### src/hdl/smpf_pkg.sv
package smpf_pkg;

  // Width of the window length register and of the bearing field.
  localparam int unsigned LenBits     = 5;
  localparam int unsigned BearingBits = 16;

  typedef enum logic [2:0] {
    ST_IDLE = 3'b001,
    ST_SORT = 3'b010,
    ST_OUT  = 3'b100
  } state_e;

  // Control from the sequencer to every cell.
  typedef struct packed {
    logic load;   // Capture the window value from the history.
    logic step;   // Perform one odd-even transposition step.
    logic odd;    // Phase of the current step.
  } cell_ctrl_t;

endpackage

### src/hdl/smpf_cell.sv
// One cell of the sorting row: holds one key per field and exchanges with
// its right neighbor during the phase in which it owns the pair.
module smpf_cell #(
  parameter int unsigned KeyBits = 48,
  parameter bit          IsEven  = 1'b1
) (
  input  logic                  clk_i,
  input  smpf_pkg::cell_ctrl_t  ctrl_i,
  input  logic [KeyBits-1:0]    load_key_i,
  input  logic                  load_valid_i,
  input  logic [KeyBits-1:0]    left_key_i,
  input  logic                  left_own_i,
  input  logic                  left_valid_i,
  input  logic [KeyBits-1:0]    right_key_i,
  input  logic                  right_valid_i,
  output logic [KeyBits-1:0]    key_o,
  output logic                  valid_o
);
  import smpf_pkg::*;

  localparam int unsigned F = KeyBits / 3;

  logic [KeyBits-1:0] key_q, key_d;
  logic               valid_q;
  logic               own;

  // A cell owns the pair with its right neighbor when its parity matches.
  assign own = (ctrl_i.odd != IsEven);

  // Each field is sorted on its own: low keeps min, high keeps max.
  always_comb begin
    key_d = key_q;
    if (ctrl_i.load) begin
      key_d = load_key_i;
    end else if (ctrl_i.step) begin
      for (int f = 0; f < 3; f++) begin
        if (own && valid_q && right_valid_i) begin
          if (right_key_i[f*F +: F] < key_q[f*F +: F]) begin
            key_d[f*F +: F] = right_key_i[f*F +: F];
          end
        end else if (left_own_i && valid_q && left_valid_i) begin
          if (left_key_i[f*F +: F] > key_q[f*F +: F]) begin
            key_d[f*F +: F] = left_key_i[f*F +: F];
          end
        end
      end
    end
  end

  always_ff @(posedge clk_i) begin
    key_q <= key_d;
    if (ctrl_i.load) begin
      valid_q <= load_valid_i;
    end
  end

  assign key_o   = key_q;
  assign valid_o = valid_q;
endmodule

### config.mk
export PLATFORM = sky130hd
export DESIGN_NAME = smpf_cell
export DESIGN_NICKNAME = d
export VERILOG_FILES = /design/src/hdl/smpf_pkg.sv /design/src/hdl/smpf_cell.sv
export SDC_FILE = /design/constraint.sdc
export NUM_CORES = 1
export LEC_CHECK = 0
export BUFFER_PORTS_ARGS = -buffer_cell sky130_fd_sc_hd__buf_2
export CAP_MARGIN = 5
export CORE_MARGIN = 10
export CORE_UTILIZATION = 49
export DETAILED_ROUTE_END_ITERATION = 12
export GPL_TIMING_DRIVEN = 0
export PLACE_DENSITY_LB_ADDON = 0.25
export SLEW_MARGIN = 20
export SYNTH_ARGS = -nofsm -noshare
export SYNTH_HDL_FRONTEND = slang
export SYNTH_SLANG_ARGS = --single-unit
### constraint.sdc
create_clock -name clk_i -period 3.7 [get_ports clk_i]
set_input_delay 0.74 -clock clk_i [delete_from_list [all_inputs] [get_ports clk_i]]
set_output_delay 0.74 -clock clk_i [all_outputs]
set_load 0.02 [all_outputs]
# --- Word level (Yosys, flattened, before mapping) ---
# Cells that the tools add are included.
# Widths: inputs -> output; s select.
word_totals:
  register_bits: 49
  latchBits: 0
  ramBits: 0
  rom_bits: 0
  output_inout_bits: 49
  elab_cells: 40
  n_memories: 0
op_classes:
  add_sub_neg: 0
  multipliers: 0
  n_div: 0
  magnitude_cmp: 6
  n_eq_ne: 3
  n_shift: 0
  mux: 14
  bitwise_logic: 1
  n_reduce_logical: 12
op_table:
  columns: ["operator", "count"]
  rows:
  - ["$mux 16", 12]
  - ["$mux 48", 2]
  - ["$gt 16x16->1", 3]
  - ["$lt 16x16->1", 3]
  - ["$reduce_and 4->1", 3]
  - ["$reduce_bool 3->1", 4]
  - ["$ne 3x2->1 const B", 2]
  - ["$logic_and 1x1->1", 4]
  - ["$ne 3x3->1 const B", 1]
  - ["$reduce_bool 2->1", 1]
  - ["$not 1->1", 1]

# --- Longest topological paths before layout ---
# Gate-level depths: netlist (run 1).
logic_depth:
  word_depth: 6
  mapped_depth: 7
  depth_no_buf: 7

# --- Least setup slack after synthesis (run 1) ---
# OpenSTA, ideal clock, no wires.
synth_path:
  kind: "in2reg"
  start: "input left_key_i[1]"
  end: "register key_q[0] (netlist: key_o[0]), enable pin"
  setup_ns: 0.414
  arrival_time_ns: 2.907
  required_time_ns: 3.286
  path_slack_ns: 0.379
  cell_stages: 6
  n_path_buf: 0
  cell_sequence: "ha_1 nor2b_1 o211ai_1 a2111oi_0 nor4_1 a211oi_1"
synth_between:
  elab_chain_cells: 3
synth_lines:
  columns: ["element", "line", "source"]
  rows:
  - ["start: declaration", "smpf_cell.sv:11", "input logic [KeyBits-1:0] left_key_i,"]
  - ["$gt 16x16->1", "smpf_cell.sv:42", "if (left_key_i[f*F +: F] > key_q[f*F +: F]) begin"]
  - ["$reduce_bool 3->1 (no line)", null, null]
  - ["$reduce_and 4->1 (no line)", null, null]
  - ["end signal: assignment", "smpf_cell.sv:51", "key_q <= key_d;"]
  - ["end: declaration", "smpf_cell.sv:23", "logic [KeyBits-1:0] key_q, key_d;"]
# No other way between the ends.
# A chain may end at the register's enable or synchronous reset.

# --- Worst setup path after layout (run 1) ---
layout_path:
  start: "input right_key_i[30]"
  end: "register key_q[23] (netlist: key_o[23]), enable pin"
layout_between:
  elab_chain_cells: 3
layout_lines:
  columns: ["element", "line", "source"]
  rows:
  - ["start: declaration", "smpf_cell.sv:14", "input logic [KeyBits-1:0] right_key_i,"]
  - ["$lt 16x16->1", "smpf_cell.sv:38", "if (right_key_i[f*F +: F] < key_q[f*F +: F]) begin"]
  - ["$ne 3x2->1 (no line)", null, null]
  - ["$reduce_and 4->1 (no line)", null, null]
# No other way between the ends.

==> results of run 1 <==
-- final timing paths --
| check | slack (ps) | end |
|---|---|---|
| setup / recovery | 960 | key_o[23]$_DFFE_PP_ |
| hold / removal | 600 | valid_o$_DFFE_PP_ |
| setup reg to reg | 1070 | key_o[23]$_DFFE_PP_ |
| hold reg to reg | 1060 | key_o[4]$_DFFE_PP_ |
-- sequential cells by signal, indices dropped and copies added (netlist names) --
signal	cells
key_o	48
valid_o	1
-- placed cells by master (no fill, tap or decap), drive strengths merged, types with 2 or more instances in the layout --
cell	netlist	layout
a31oi	2	2
a2111oi	3	3
nand2	68	68
a21oi	30	30
clkinv	0	2
a21o	2	2
nand4	13	13
buf	6	209
or4	2	2
o21ai	63	63
nor2	22	22
nand3	3	3
a211oi	7	7
clkbuf	11	16
and4	6	6
diode	0	3
mux2i	45	45
nor3	7	7
ha	93	93
nand2b	6	6
o21a	3	3
edfxtp	49	49
inv	48	48
o2111ai	2	2
nor2b	2	2
a2111o	2	2
o211ai	5	5
a211o	3	3
-- worst reg2reg max path: stages, from the launching register on --
cell and delay [ps]:
edfxtp_1 430, inv_1 100, ha_1 250, and4_1 180, and2_0 170, a22oi_1 150, a31oi_1 110, nor3_2 620
buf_4 330
-- stage by stage --
step	total power, uW	instances	util	cell area [sq um]	setup WS [ps]
global placement	1430	840	0.632	5870	-442
global route	1930	853	0.649	6020	832
floorplan	1180	511	-	4710	379
finish	1790	854	0.649	6030	957
detailed placement	1470	843	0.639	5930	631
CTS	1810	851	0.648	6020	957
-- cell type report --
| type | instances | share of cell area |
|---|---|---|
| Multi-Input combinational cell | 397 | 0.501 |
| Sequential cell | 49 | 0.244 |
| Inverter | 48 | 0.0299 |
| Tap cell | 129 | 0.0268 |
| Antenna cell | 3 | 0.00125 |
| Timing Repair Buffer | 203 | 0.171 |
| Buffer | 17 | 0.0118 |
| Clock buffer | 5 | 0.0114 |
| Clock inverter | 3 | 0.00291 |
-- power by group --
| part | switching (uW) | internal [uW] |
|---|---|---|
| combinational | 433 | 300 |
| sequential | 32.1 | 694 |
| clock | 201 | 131 |
| total | 666 | 1130 |
-- kinds of logic after synthesis --
logic type               share of synthesized area
AO/OA/AOI/OAI                                0.160
adder cells (fa/ha/maj)                      0.247
buffers and inverters                       0.0534
flip-flops                                   0.312
AND/OR/NAND/NOR                              0.132
multiplexers                                0.0956
-- per-layer routing --
metal  vias up  wire length [um]  GRT usage
met5         -                13          0
met2       145              7500      0.377
met4         2               108     0.0386
met1      2095              6590      0.249
met3         9               897     0.0528
li1       2300                 -          -
==> impl_metrics.csv, run 1 <==
group,metric,value,unit
run_status,status,"completed",
sta,hold_viol,0,
yosys,ys.flop_type,"edfxtp_1",
place,dpl.hpwl,13.0,mm
yosys,synth-async-reset-ratio,0,
setup_path,r2r_start,"key_o[31]$_DFFE_PP_",
setup_path,endpoint_kind,"flip-flop",
setup_path,slowest_stage,"nor3_2",
sta,timing.final.crit_share,0.741,
sta,slew-limit-headroom,0.526,
global_route,grt_antenna_before_repair,3,
setup_path,path_buf_inv,2,
clock_network,htreeDepth,2,
route,drc,0,
setup_path,reg2reg_depth,8,
setup_path,startpoint,"right_key_i[30]",
sta,hold_ws,596,ps
route,totalWireLength,15.1,mm
finish,drive_gt1_frac,0.309,
global_route,grt-ovfl-total,0,
clock_network,cts_setup_buffers,0,
clock_network,clk_latency,310,ps
sta,fin_setup_tns,0,ps
yosys,ys_types,37,
yosys,synth-seq-cells,49,
floorplan,die_w,118,um
yosys,netlist_top_cells_count,"ha_1, nand2_1, o21ai_0, edfxtp_1, inv_1",
finish,regArea,1470,sq um
clock_network,cts_made_buffers,5,
clock_network,path_clk_slew,100,ps
sta,setup_viol,0,
yosys,syn_area,4710,sq um
setup_path,critPathRequiredTime,3720,ps
floorplan,core,9280,sq um
sta,drv_slew,0,
finish,nets,966,
setup_path,max_stage_delay,620,ps
floorplan,row_count,35,
route,routedWlPerCell,17.7,um
yosys,synth.area.top_cells,"edfxtp_1, ha_1, mux2i_1",
yosys,yosys.area.top_type_share,0.312,
yosys,synth-edff-count,49,
yosys,syn_nets,756,
route,via_per_inst,5.33,
setup_path,worstPathArrival,2760,ps
sta,rsz0062_at_grt,"no",
yosys,ys_warn_count,0,
clock_network,cts_root_buf,"clkbuf_8",
clock_network,ctsHoldBuffers,0,
floorplan,start_util,0.507,
sta,tightest_slew,707,ps
global_route,grt_pass1_vias,4960,
yosys,synth_most_common_cell,"ha_1",
clock_network,cts_tree,"done",
clock_network,cts_resized,0,
pwr,vdd_drop_max,0.000154,V
setup_path,crit_cells,8,
setup_path,cp_cell_sequence,"buf_2 -> ha_1 -> and4_1 -> and2_0 -> a22oi_1 -> a31oi_1 -> nor3_2 -> buf_4",
flow_run,maxCapViolCount,0,
yosys,yosysTopAreaCell,"edfxtp_1",
min_path,holdCritPathClass,"in -> reg",
setup_path,path_class,"in -> reg",
floorplan,io_pins,201,
pwr,cellPowerDensity,297,nW/um^2
min_path,hp-start,"load_valid_i",
place,gp_congestion,0.920,
global_route,grt_pass1_wl,24.5,mm
place,io_buffers,200,
finish,syn_to_final_growth,27.9,%
clock_network,clock-sinks,49,
yosys,netlist_instances,511,
route,drt_iter0_drc,184,
global_route,grt_max_degree,16,
floorplan,fp.dieH,118,um
finish,multi_input_area,3020,sq um
yosys,avgSynthCellArea,9.22,sq um
yosys,ys_seq_area_frac,0.312,
floorplan,die_area,13900,sq um
sta,final.setup_skew,7.39,ps
min_path,hold_depth,1,
setup_path,worst-path-max-fanout,9,
pwr,p_leak,0.00292,uW
route,ant_nets,0,
sta,timing.fmax,365,MHz
setup_path,crit_family,"simple AND/OR/NAND/NOR gates",
setup_path,crit_path_start_kind,"input pin",
finish,fillerInstances,833,
sta,min_period,2740,ps
clock_network,clockBufferDepth,2,
route,vias,4551,
global_route,grt_use_total,0.210,
route,first_pass_iters,4,
Power figures use the tool's default switching activity.
==> run 2, diff against run 1 <==
--- a/config.mk
+++ b/config.mk
@@ -5,6 +5,7 @@
 export SDC_FILE = /design/constraint.sdc
 export NUM_CORES = 1
 export LEC_CHECK = 0
+export ABC_AREA = 1
 export BUFFER_PORTS_ARGS = -buffer_cell sky130_fd_sc_hd__buf_2
 export CAP_MARGIN = 5
 export CORE_MARGIN = 10
==> constraint.sdc (replaced) <==
create_clock -name clk_i -period 2.6 [get_ports clk_i]
set_input_delay 0.52 -clock clk_i [delete_from_list [all_inputs] [get_ports clk_i]]
set_output_delay 0.52 -clock clk_i [all_outputs]
set_load 0.02 [all_outputs]
==> impl_metrics.csv, run 2 <==
group,metric,value,unit
route,drc,0,
place,dpl_cell_area,5920,sq um
pwr,cellPowerDensity,428,nW/um^2
setup_path,path_class,"reg -> reg",
clock_network,cts_resized,0,
finish,final_cell_area,6040,sq um
global_route,gr-max-usage-layer,"met2",
yosys,ys_types,24,
yosys,yosysTopAreaCell,"edfxtp_1",
global_route,grt_antenna_before_repair,1,
route,drt_iter0_drc,304,
floorplan,die_area,14000,sq um
finish,layout_commonest_cell,"nand2_1",
yosys,netlist_top_cells_count,"nand2_1, ha_1, inv_1, nand3_1, edfxtp_1",
route,via_per_inst,5.05,
global_route,grt_pass1_wl,23.7,mm
finish,fin_cells,966,
yosys,ys_warn_count,0,
setup_path,critPathRequiredTime,2550,ps
global_route,grt-ovfl-total,0,
sta,timing.fmax,438,MHz
finish,nets,1081,
pwr,p_leak,0.00333,uW
pwr,p_sw_frac,0.360,
floorplan,fp.dieH,118,um
min_path,holdCritPathClass,"in -> reg",
sta,drv_slew,0,
clock_network,ctsHoldBuffers,0,
yosys,syn_area,4750,sq um
sta,slew-limit-headroom,0.631,
yosys,synth-async-reset-ratio,0,
setup_path,r2r-end,"key_o[22]$_DFFE_PP_",
global_route,grt_pass1_vias,5036,
sta,rsz0062_at_grt,"no",
setup_path,endpoint_kind,"flip-flop",
setup_path,startpoint,"key_o[31]$_DFFE_PP_",
global_route,grt_use_total,0.202,
finish,fin_util,0.648,
sta,timing.final.crit_share,0.877,
setup_path,reg2reg_depth,8,
yosys,ys.flop_type,"edfxtp_1",
finish,largest_reg_flops,48,
floorplan,row_count,35,
global_route,grtUsageMet1,0.239,
floorplan,die_w,118,um
floorplan,start_util,0.509,
route,routedWlPerCell,15.5,um
sta,min_period,2280,ps
floorplan,core,9330,sq um
pwr,power.share.clock,0.214,
clock_network,clock-sinks,49,
sta,final.setup_skew,12.9,ps
setup_path,critPathCapture,"key_o[22]$_DFFE_PP_",
setup_path,worst-path-max-fanout,16,
place,io_buffers,200,
clock_network,clockBufferDepth,2,
clock_network,cts_made_buffers,5,
clock_network,clk_latency,300,ps
route,vias,4879,
yosys,yosys.area.top_type_share,0.310,
global_route,grt_use_met3,0.0509,
finish,syn_to_final_growth,27.2,%
yosys,synth-seq-cells,49,
setup_path,crit_cells,8,
yosys,synth-edff-count,49,
sta,tightest_slew,553,ps
setup_path,slowest_stage,"nor2_4",
flow_run,maxCapViolCount,0,
yosys,synth_most_common_cell,"nand2_1",
clock_network,cts_tree,"done",
pwr,p_int,1660,uW
setup_path,crit_top_cell,"nand2_1",
setup_path,rrSetupSlack,320,ps
place,gp_congestion,0.884,
route,totalWireLength,14.9,mm
sta,hold_ws,403,ps
yosys,avgSynthCellArea,7.55,sq um
setup_path,max_stage_delay,460,ps
route,first_pass_iters,5,
place,dp_cells,958,
setup_path,crit_path_start_kind,"flip-flop",
sta,hold_viol,0,
pwr,vdd_drop_max,0.000254,V
min_path,hold_depth,1,
place,dpl.hpwl,12.6,mm
run_status,status,"completed",
setup_path,worstPathArrival,2230,ps
finish,drive_gt1_frac,0.278,
clock_network,path_clk_slew,100,ps
yosys,ys_seq_area_frac,0.310,
clock_network,cts_setup_buffers,0,
global_route,grt_max_degree,17,
clock_network,cts_root_buf,"clkbuf_8",
global_route,use_met2,0.358,
floorplan,io_pins,201,
route,ant_nets,0,
setup_path,path_buf_inv,1,
setup_path,r2r_start,"key_o[31]$_DFFE_PP_",
pwr,p_sw,931,uW
clock_network,htreeDepth,2,
yosys,syn_nets,874,
yosys,synth.area.top_cells,"edfxtp_1, ha_1, nand2_1",
pwr,seqPwrFrac,0.395,
finish,final_cell_mix,"nand2_1, buf_2, ha_1, inv_1, nand3_1",
setup_path,cp_cell_sequence,"inv_1 -> ha_1 -> nand2_1 -> nor4_2 -> nand2_1 -> nand2_1 -> a21oi_1 -> nor2_4",
sta,fin_setup_tns,0,ps
pwr,pwr-share-comb,0.391,
sta,setup_viol,0,
setup_path,crit_family,"simple AND/OR/NAND/NOR gates",
yosys,netlist_instances,629,
==> run 2: area by class of cell <==
type	count	area (sq um)
Buffer	16	109
Sequential cell	49	1470
Tap cell	129	161
Fill cell	860	3290
Antenna cell	1	2.50
Clock inverter	2	35.0
Inverter	77	289
Clock buffer	5	68.8
Multi-Input combinational cell	487	2900
Timing Repair Buffer	200	1000
==> run 2: worst min path at each step <==
stage,startpoint,endpoint
after floorplan,load_valid_i,valid_o$_DFFE_PP_
after global placement,load_valid_i,valid_o$_DFFE_PP_
after detailed placement,load_valid_i,valid_o$_DFFE_PP_
after CTS,load_valid_i,valid_o$_DFFE_PP_
after global routing,load_valid_i,valid_o$_DFFE_PP_
final,load_valid_i,valid_o$_DFFE_PP_
==> run 2: metrics by stage <==
step / setup slack (ps) / total power, uW
3_5_place_dp: -136 / 2040
4_1_cts: 50.4 / 2600
5_1_grt: 81.3 / 2790
3_3_place_gp: -528 / 2010
2_1_floorplan: 136 / 1660
6_report: 319 / 2590
==> run 2: cell families (layout without fill, tap and decap cells) <==
logic type / after synthesis / count (layout) / share of synthesized area
adder cells (fa/ha/maj): 93 / 93 / 0.245
flip-flops: 49 / 49 / 0.310
buffers and inverters: 93 / 300 / 0.0838
other: 0 / 1 / 0
AO/OA/AOI/OAI: 60 / 60 / 0.0701
AND/OR/NAND/NOR: 334 / 334 / 0.292
==> run 2: metal layers <==
layer | part of all wire | vias up
met2 | 0.48 | 210
met5 | 0 | -
met3 | 0.076 | 16
li1 | - | 2500
met1 | 0.43 | 2153
met4 | 0.016 | 0
==> run 2: power groups by stage <==
stage / logic, uW / registers [uW] / clock network [uW]
global route: 1150 / 1030 / 603
floorplan: 528 / 1140 / 0
CTS: 1010 / 1020 / 568
detailed placement: 1000 / 1040 / 0
global placement: 968 / 1040 / 0
finish: 1010 / 1020 / 555
==> run 3, diff against run 2 <==
--- a/config.mk
+++ b/config.mk
@@ -5,7 +5,6 @@
 export SDC_FILE = /design/constraint.sdc
 export NUM_CORES = 1
 export LEC_CHECK = 0
-export ABC_AREA = 1
 export BUFFER_PORTS_ARGS = -buffer_cell sky130_fd_sc_hd__buf_2
 export CAP_MARGIN = 5
 export CORE_MARGIN = 10
==> constraint.sdc (replaced) <==
create_clock -name clk_i -period 2.6 [get_ports clk_i]
set_input_delay 0.13 -clock clk_i [delete_from_list [all_inputs] [get_ports clk_i]]
set_output_delay 0.13 -clock clk_i [all_outputs]
set_load 0.02 [all_outputs]
==> impl_metrics.csv, run 3 (same netlist as run 1, synthesis figures left out) <==
group,metric,value,unit
sta,rsz0062_at_grt,"no",
clock_network,path_clk_slew,100,ps
global_route,grt_antenna_before_repair,0,
route,vias,4631,
finish,drive_gt1_frac,0.307,
finish,layout_commonest_cell,"buf_2",
clock_network,htreeDepth,2,
floorplan,fp.dieH,118,um
place,dpl_cell_area,5910,sq um
setup_path,path_class,"reg -> reg",
clock_network,cts_root_buf,"clkbuf_8",
sta,drv_slew,0,
min_path,holdCritPathClass,"in -> reg",
global_route,grt-ovfl-total,0,
setup_path,critPathRequiredTime,2670,ps
sta,hold_ws,68.7,ps
setup_path,cp_cell_sequence,"inv_1 -> ha_1 -> a211oi_2 -> nor2_1 -> or4_4 -> a2111oi_4 -> nor3_4 -> buf_12",
floorplan,io_pins,201,
place,dp_cells,840,
setup_path,worstPathArrival,2520,ps
finish,nets,967,
place,gp_congestion,0.898,
setup_path,slowest_stage,"or4_4",
clock_network,cts_tree,"done",
global_route,grt_pass1_wl,24.7,mm
sta,slew-limit-headroom,0.592,
route,totalWireLength,15.3,mm
finish,diodes,0,
route,first_pass_iters,4,
clock_network,cts_resized,0,
sta,timing.final.crit_share,0.943,
run_status,status,"completed",
clock_network,cts_made_buffers,5,
setup_path,max_stage_delay,510,ps
place,dpl.hpwl,12.9,mm
setup_path,crit_path_start_kind,"flip-flop",
route,routedWlPerCell,18.0,um
pwr,cellPowerDensity,426,nW/um^2
sta,final.setup_skew,6.18,ps
sta,timing.fmax,408,MHz
finish,final_cell_area,6060,sq um
floorplan,row_count,35,
global_route,grt_pass1_vias,5103,
floorplan,die_area,13900,sq um
route,drc,0,
clock_network,clockBufferDepth,2,
route,drt_iter0_drc,243,
global_route,grt_use_total,0.212,
pwr,vdd_drop_max,0.000269,V
setup_path,worst-path-max-fanout,16,
pwr,p_leak,0.00294,uW
global_route,grt_max_degree,17,
sta,fin_setup_tns,0,ps
place,io_buffers,200,
floorplan,start_util,0.507,
clock_network,clk_latency,300,ps
sta,setup_slack,148,ps
sta,tightest_slew,607,ps
flow_run,maxCapViolCount,0,
sta,setup_viol,0,
place,dpl_worst_slack,-46.9,ps
floorplan,die_w,118,um
finish,fin_cells,852,
floorplan,core,9280,sq um
sta,hold_viol,0,
finish,syn_to_final_growth,28.8,%
route,ant_nets,0,
finish,largest_reg_flops,48,
sta,min_period,2450,ps
setup_path,endpoint_kind,"flip-flop",
finish,final_cell_mix,"buf_2, ha_1, nand2_1, o21ai_0, edfxtp_1",
clock_network,clock-sinks,49,
route,via_per_inst,5.44,
[run 3: area by class of cell]
| cell class | instances | area, sq um |
|---|---|---|
| clock buffers | 5 | 68.8 |
| well taps | 129 | 161 |
| flip-flops and latches | 49 | 1470 |
| inverters | 48 | 180 |
| plain buffers | 17 | 71.3 |
| repair buffers | 204 | 1070 |
| multi-input cells | 397 | 3020 |
| clock inverters | 3 | 17.5 |
| fillers | 840 | 3220 |
[run 3: power breakdown]
| part | internal, uW | switching (uW) |
|---|---|---|
| clock | 187 | 285 |
| sequential | 987 | 46.6 |
| combinational | 445 | 629 |
| total | 1620 | 961 |
[run 3: per-stage QoR]
stage	util	total power (uW)
after floorplan	-	1680
after global placement	0.634	2050
after detailed placement	0.636	2090
after CTS	0.649	2570
after global routing	0.653	2780
final	0.653	2580
[run 3: final timing paths]
| path | start | endpoint | slack (ps) | cells past startpoint |
|---|---|---|---|---|
| worst max-delay path | key_o[29]$_DFFE_PP_ | key_o[19]$_DFFE_PP_ | 150 | 8 |
| worst min-delay path | ctrl_i[2] | valid_o$_DFFE_PP_ | 70 | 1 |
| worst max register to register | key_o[29]$_DFFE_PP_ | key_o[19]$_DFFE_PP_ | 150 | 8 |
| worst min register to register | valid_o$_DFFE_PP_ | key_o[47]$_DFFE_PP_ | 1180 | 4 |
[run 3: metal layers]
layer | track usage | routed length (um) | vias to the layer above
met5 | 0 | 0 | -
met4 | 0.0742 | 359 | 0
met3 | 0.0528 | 1030 | 29
met2 | 0.377 | 7620 | 186
met1 | 0.239 | 6310 | 2113
li1 | - | - | 2303
[run 3: repair_timing]
| item | 4_1_cts | 5_1_grt |
|---|---|---|
| endpoints found under the hold margin | 1 | 0 |
| setup endpoints to repair | 32 | 32 |
| setup buffers | 1 | 2 |
| pin swaps | 2 | 2 |
| hold buffers | 1 | 0 |
[run 3: worst max-delay path, delay by kind of cell (launching register included)]
family,cells,cell delay [ps]
flops,1,400
fa+ha+maj,1,250
compound gates,2,630
buf+inv,2,260
simple gates,3,680
